$ cat src/rtl/core/lsc_pkg.sv
// ---------------------------------------------------------------------------
// lsc_pkg
// Shared constants, command codes and control types of the slot controller.
// ---------------------------------------------------------------------------
`timescale 1ns / 1ps
package lsc_pkg;

	localparam int NUM_SLOTS_DEF   = 128;
	localparam int MAX_KEY_LEN_DEF = 1024;
	localparam int KEY_BITS_DEF    = 64;
	localparam int STAMP_BITS_DEF  = 64;
	localparam logic [7:0] CAP_RESET = 8'd64;

	typedef enum logic [1:0] {
		CMD_LOOKUP = 2'd0,
		CMD_TRIM   = 2'd1,
		CMD_CLEAR  = 2'd2
	} lsc_cmd_code_t;

	typedef enum logic [2:0] {
		S_IDLE,
		S_LOOK,
		S_CHECK,
		S_EVICT,
		S_RESULT
	} lsc_state_t;

	// Flags riding the scan wave from cell to cell.
	typedef struct packed {
		logic go;
		logic match_found;
		logic empty_found;
		logic lru_found;
	} lsc_flags_t;

	// Broadcast update to all cells.
	typedef struct packed {
		logic wr_new;
		logic wr_stamp;
		logic inval;
		logic clear;
	} lsc_upd_t;

endpackage

$ cat src/rtl/core/lsc_cell.sv
// ---------------------------------------------------------------------------
// lsc_cell
// One slot of the store plus one stage of the scan chain.
// ---------------------------------------------------------------------------
`timescale 1ns / 1ps
module lsc_cell #(
	parameter int NUM_SLOTS  = lsc_pkg::NUM_SLOTS_DEF,
	parameter int KEY_BITS   = lsc_pkg::KEY_BITS_DEF,
	parameter int STAMP_BITS = lsc_pkg::STAMP_BITS_DEF,
	parameter int SLOT       = 0,
	localparam int IDX_W     = $clog2(NUM_SLOTS)
) (
	input  logic                  clk,
	input  logic                  arst_n,
	input  lsc_pkg::lsc_upd_t     upd,
	input  logic [IDX_W-1:0]      upd_idx,
	input  logic [KEY_BITS-1:0]   upd_key,
	input  logic [15:0]           upd_width,
	input  logic [STAMP_BITS-1:0] upd_stamp,
	input  logic [KEY_BITS-1:0]   look_key,
	input  logic [15:0]           look_width,
	input  lsc_pkg::lsc_flags_t   flags_i,
	input  logic [IDX_W-1:0]      match_idx_i,
	input  logic [IDX_W-1:0]      empty_idx_i,
	input  logic [IDX_W-1:0]      lru_idx_i,
	input  logic [STAMP_BITS-1:0] lru_stamp_i,
	output lsc_pkg::lsc_flags_t   flags_q,
	output logic [IDX_W-1:0]      match_idx_q,
	output logic [IDX_W-1:0]      empty_idx_q,
	output logic [IDX_W-1:0]      lru_idx_q,
	output logic [STAMP_BITS-1:0] lru_stamp_q
);

	localparam logic [IDX_W-1:0] MY_IDX = IDX_W'(SLOT);

	logic                  valid_q;
	logic [KEY_BITS-1:0]   key_q;
	logic [15:0]           width_q;
	logic [STAMP_BITS-1:0] stamp_q;
	logic                  sel;
	logic                  take_match;
	logic                  take_empty;
	logic                  take_lru;

	assign sel        = (upd_idx == MY_IDX);
	assign take_match = valid_q && !flags_i.match_found && key_q == look_key
		&& width_q == look_width;
	assign take_empty = !valid_q && !flags_i.empty_found;
	assign take_lru   = valid_q && (!flags_i.lru_found || stamp_q < lru_stamp_i);

	always_ff @(posedge clk or negedge arst_n) begin
		if (!arst_n) begin
			valid_q <= 1'b0;
		end else if (upd.clear) begin
			valid_q <= 1'b0;
		end else if (sel && upd.inval) begin
			valid_q <= 1'b0;
		end else if (sel && upd.wr_new) begin
			valid_q <= 1'b1;
		end
	end

	always_ff @(posedge clk) begin
		if (sel && upd.wr_new) begin
			key_q   <= upd_key;
			width_q <= upd_width;
		end
		if (sel && (upd.wr_new || upd.wr_stamp)) begin
			stamp_q <= upd_stamp;
		end
	end

	// Hand the running scan record to the next cell.
	always_ff @(posedge clk or negedge arst_n) begin
		if (!arst_n) begin
			flags_q <= '0;
		end else begin
			flags_q.go          <= flags_i.go;
			flags_q.match_found <= flags_i.match_found || take_match;
			flags_q.empty_found <= flags_i.empty_found || take_empty;
			flags_q.lru_found   <= flags_i.lru_found || take_lru;
		end
	end

	always_ff @(posedge clk) begin
		match_idx_q <= take_match ? MY_IDX : match_idx_i;
		empty_idx_q <= take_empty ? MY_IDX : empty_idx_i;
		lru_idx_q   <= take_lru ? MY_IDX : lru_idx_i;
		lru_stamp_q <= take_lru ? stamp_q : lru_stamp_i;
	end

endmodule

$ cat config.mk
export PLATFORM = sky130hd
export DESIGN_NAME = lsc_cell
export DESIGN_NICKNAME = d
export VERILOG_FILES = /design/src/rtl/core/lsc_pkg.sv /design/src/rtl/core/lsc_cell.sv
export SDC_FILE = /design/constraint.sdc
export NUM_CORES = 1
export LEC_CHECK = 0
export ABC_AREA = 1
export BUFFER_PORTS_ARGS = -buffer_cell sky130_fd_sc_hd__buf_4
export CORE_ASPECT_RATIO = 0.5
export CORE_MARGIN = 1.5
export CORE_UTILIZATION = 49
export CTS_CLUSTER_SIZE = 24
export DETAILED_ROUTE_END_ITERATION = 6
export GPL_TIMING_DRIVEN = 0
export PLACE_DENSITY = 0.81
export SETUP_SLACK_MARGIN = 0.4
export SLEW_MARGIN = 20
export SYNTH_ARGS = -nofsm -noshare
export SYNTH_HDL_FRONTEND = slang
export SYNTH_SLANG_ARGS = --single-unit
$ cat constraint.sdc
create_clock -name clk -period 2.57 [get_ports clk]
set_clock_uncertainty 0.2 [all_clocks]
set_input_delay 0.1285 -clock clk [delete_from_list [all_inputs] [get_ports clk]]
set_output_delay 0.1285 -clock clk [all_outputs]
set_load 0.02 [all_outputs]
==> impl_metrics.ini <==
[outcome]
status = complete, but fails checks
violations = negative hold slack, negative setup slack

[die]
die_w_um = 207.8
ios = 415
core_mm2 = 0.02055
fp.dieArea_mm2 = 0.02189
die_h_um = 105.4
rows = 37
start_util_pct = 49.97

[setup_path]
ff2ff_path_depth = 15
cp_max_fo = 5
cp_data_arrival_time_ns = 3.22
start_kind = register
rr_endpoint = lru_stamp_q[35]
critPathMaxStageDelay_ns = 0.47
r2r-start = stamp_q[39]
cpMostUsedCell = nand2_1
crit_type = reg2reg
r2r_setup_slack_ns = -0.37
endpoint = lru_stamp_q[35]
worstPathCellList = ha_1 -> nand2_1 -> nor2_1 -> nor2_1 -> nand3_1 -> nand2_1 -> nand2_2 -> a21oi_2 -> nand2_4 -> nand2_8 -> buf_12 -> buf_6 -> buf_6 -> nand3_1 -> nand2_1
crit_start = stamp_q[39]
worstPathRequired_ns = 2.86
end_kind = register
slowest_stage = edfxtp_1

[yosys]
seq_area_frac_synth_pct = 59.89
ys_seq_elements = 234
synth.avg_cell_area_um2 = 10.63
syn_inst = 966
synth.largest_area_cell = edfxtp_1
netlist.area_leader.share_pct = 42.10
syn-num-nets = 1355
ys_warn_count = 0
ys_types = 38
yosys-top-cells-area = edfxtp_1, dfxtp_1, ha_1
syn_area_mm2 = 0.01027

[routing]
postRouteAntennaNets = 0
viasPerCell = 5.616
vias = 11110
drc = 0
firstDrtPassIters = 6
wl_per_cell_um = 23.48
routed_wirelength_mm = 46.47
drt-initial-drc-count = 1207

[sta]
final_max_slew_viol_count = 0
holdWs_ns = -0.03094
finalCritPeriodShare_pct = 114.2
fmax_mhz = 340.6
setup_ws_ns = -0.3662
hold_viol = 1
fin_crit_ns = 2.936
worstMarginPinSlew_ns = 0.7302
rsz0062_at_grt = true
finalSetupViolations = 71
slew_headroom_pct = 50.80

[cts]
numCtsBuffers = 22
clkTransAtPathRegs_ns = 0.08
insertion_delay_ns = 0.55
htree_levels = 1
cts-root-buf = clkbuf_16
max-clock-path-buffers = 3
cts.sinks = 234
cts_tree = yes

[place]
dp_cells = 1659
dp_hpwl_mm = 23.45
place_area_mm2 = 0.01387
place_ws_ns = 0.001021
gp_congestion = 0.9071
port_buffers = 414

[pwr]
power.total_mw = 9.004
power_density_mw_per_mm2 = 501.6
max-vdd-ir-drop_mv = 0.5097
power_leakage_nw = 8.254

[grt]
grt_pass1_vias = 11450
gr-total-overflow = 0
grt_pass1_wl_mm = 60.80
grt_usage_pct = 36.14
antenna_found_initial = 2
grt_start_max_net_pins = 30

[job]
cap_viol_max_count = 0

[finish]
fin_area_mm2 = 0.01795
layout-drive-gt1-share_pct = 37.04
final_cells = 1979
post-route-util_pct = 87.33
area_growth_pct = 74.76
nets = 2074

[worst_hold_path]
hold_path_class = in2reg
hold_path_depth = 4
## cell type report
cell class              count  area [µm²]
clock inverters             7       77.57
multi-input cells         577        3874
flip-flops and latches    234        6152
inverters                 136       510.5
diodes                      5       12.51
well taps                 273       341.6
plain buffers              21       240.2
fillers                   838        2605
repair buffers            693        6108
clock buffers              33       633.1
## power breakdown
part	internal, mW	leakage, nW	switching (mW)
sequential	4.06	2.07	0.0375
combinational	0.848	5.84	0.658
clock	1.83	0.344	1.57
total	6.74	8.25	2.27
## critical path: cells and delay by family, from the launching register on
family          cells  cell delay (ns)
compound gates      1             0.22
buf+inv             3             0.38
simple gates       10             1.23
fa+ha+maj           1             0.35
flops               1             0.47
## sequential cells by signal, summed over array words and instances (netlist names)
signal and cells:
flags_q 4, lru_idx_q 7, match_idx_q 7, key_q 64, width_q 16, lru_stamp_q 64, empty_idx_q 7, valid_q 1
stamp_q 64
## cells in the mapped netlist
cell and instances:
inv_1 134, xor2_1 17, nand3_1 78, a21boi_0 1, buf_12 6, a211oi_1 4
and2_1 1, o21ai_1 6, nand2_1 169, buf_2 6, ha_1 63, nand4_1 7
dfrtp_1 5, nand2_4 1, edfxtp_1 144, a21boi_1 6, nor3_2 1, o211ai_1 1
a22o_1 2, nor3_1 11, nand2_8 1, a221oi_1 1, o21a_1 1, nor4_1 5
buf_4 1, dfxtp_1 85, o22ai_1 6, nor2_1 48, xnor2_1 22, a21oi_1 32
o2111ai_1 2, nand2_2 61, o21ai_0 20, nand3_2 1, o221ai_1 2, or2_2 5
clkbuf_1 8, inv_2 2
## cells by family after synthesis
| logic type | synth area share, % |
|---|---|
| buffers and inverters | 6.798 |
| DFF | 59.89 |
| AOI/OAI and AO/OA | 4.739 |
| xor gates and xnor gates | 3.326 |
| and+or+nand+nor | 17.58 |
| adders and majority gates | 7.675 |
## repair_timing
action,4_1_cts,5_1_grt
hold endpoints to repair,244,1
pin swaps,15,41
setup buffers,9,10
setup endpoints to repair,78,178
hold buffers,244,1
cloned,6,6
gates resized for setup,44,73
## through the flow
step / setup TNS, ns / hold WS, ns
floorplan: 0 / -0.3671
global placement: -51.16 / -0.2481
detailed placement: 0 / -0.2464
CTS: 0 / 0.03857
global route: -21.81 / -0.01881
finish: -16.13 / -0.03094
## worst min-delay path by stage
| stage | start | end | slack (ns) |
|---|---|---|---|
| after CTS | look_key[35] | flags_q[2] | 0.04 |
| after detailed placement | arst_n | flags_q[0] | -0.25 |
| after global routing | upd_idx[3] | valid_q | -0.02 |
| after floorplan | arst_n | flags_q[0] | -0.37 |
| final | upd_idx[3] | valid_q | -0.03 |
| after global placement | arst_n | flags_q[0] | -0.25 |
## routing by layer
metal | global-route usage, % | routed length (µm) | vias up
met3 | 8.522 | 4508 | 357
li1 | - | - | 4652
met5 | 0 | 0 | -
met2 | 67.03 | 22710 | 911
met4 | 22.84 | 4120 | 0
met1 | 37.23 | 15130 | 5194
## cell usage in the layout, fill, tap and decap left out, types with 3 or more instances in the layout
master and instances:
a211oi_1 4, a21boi_1 4, a21oi_1 24, a21oi_2 7
buf_12 12, buf_16 5, buf_4 428, buf_6 8
buf_8 3, clkbuf_1 16, clkbuf_16 29, clkinv_2 3
dfrtp_1 4, dfxtp_1 85, diode_2 5, dlygate4sd3_1 244
edfxtp_1 144, ha_1 57, ha_4 5, inv_1 133
inv_2 3, nand2_1 145, nand2_2 65, nand2_4 20
nand2_8 4, nand3_1 71, nand3_2 7, nand4_1 7
nor2_1 42, nor2_4 4, nor3_1 8, nor3_2 3
nor4_2 3, o21ai_0 18, o21ai_1 8, o22ai_1 6
or2_2 5, xnor2_1 22, xor2_1 17
No activity file was read; power rests on OpenSTA's default activity.
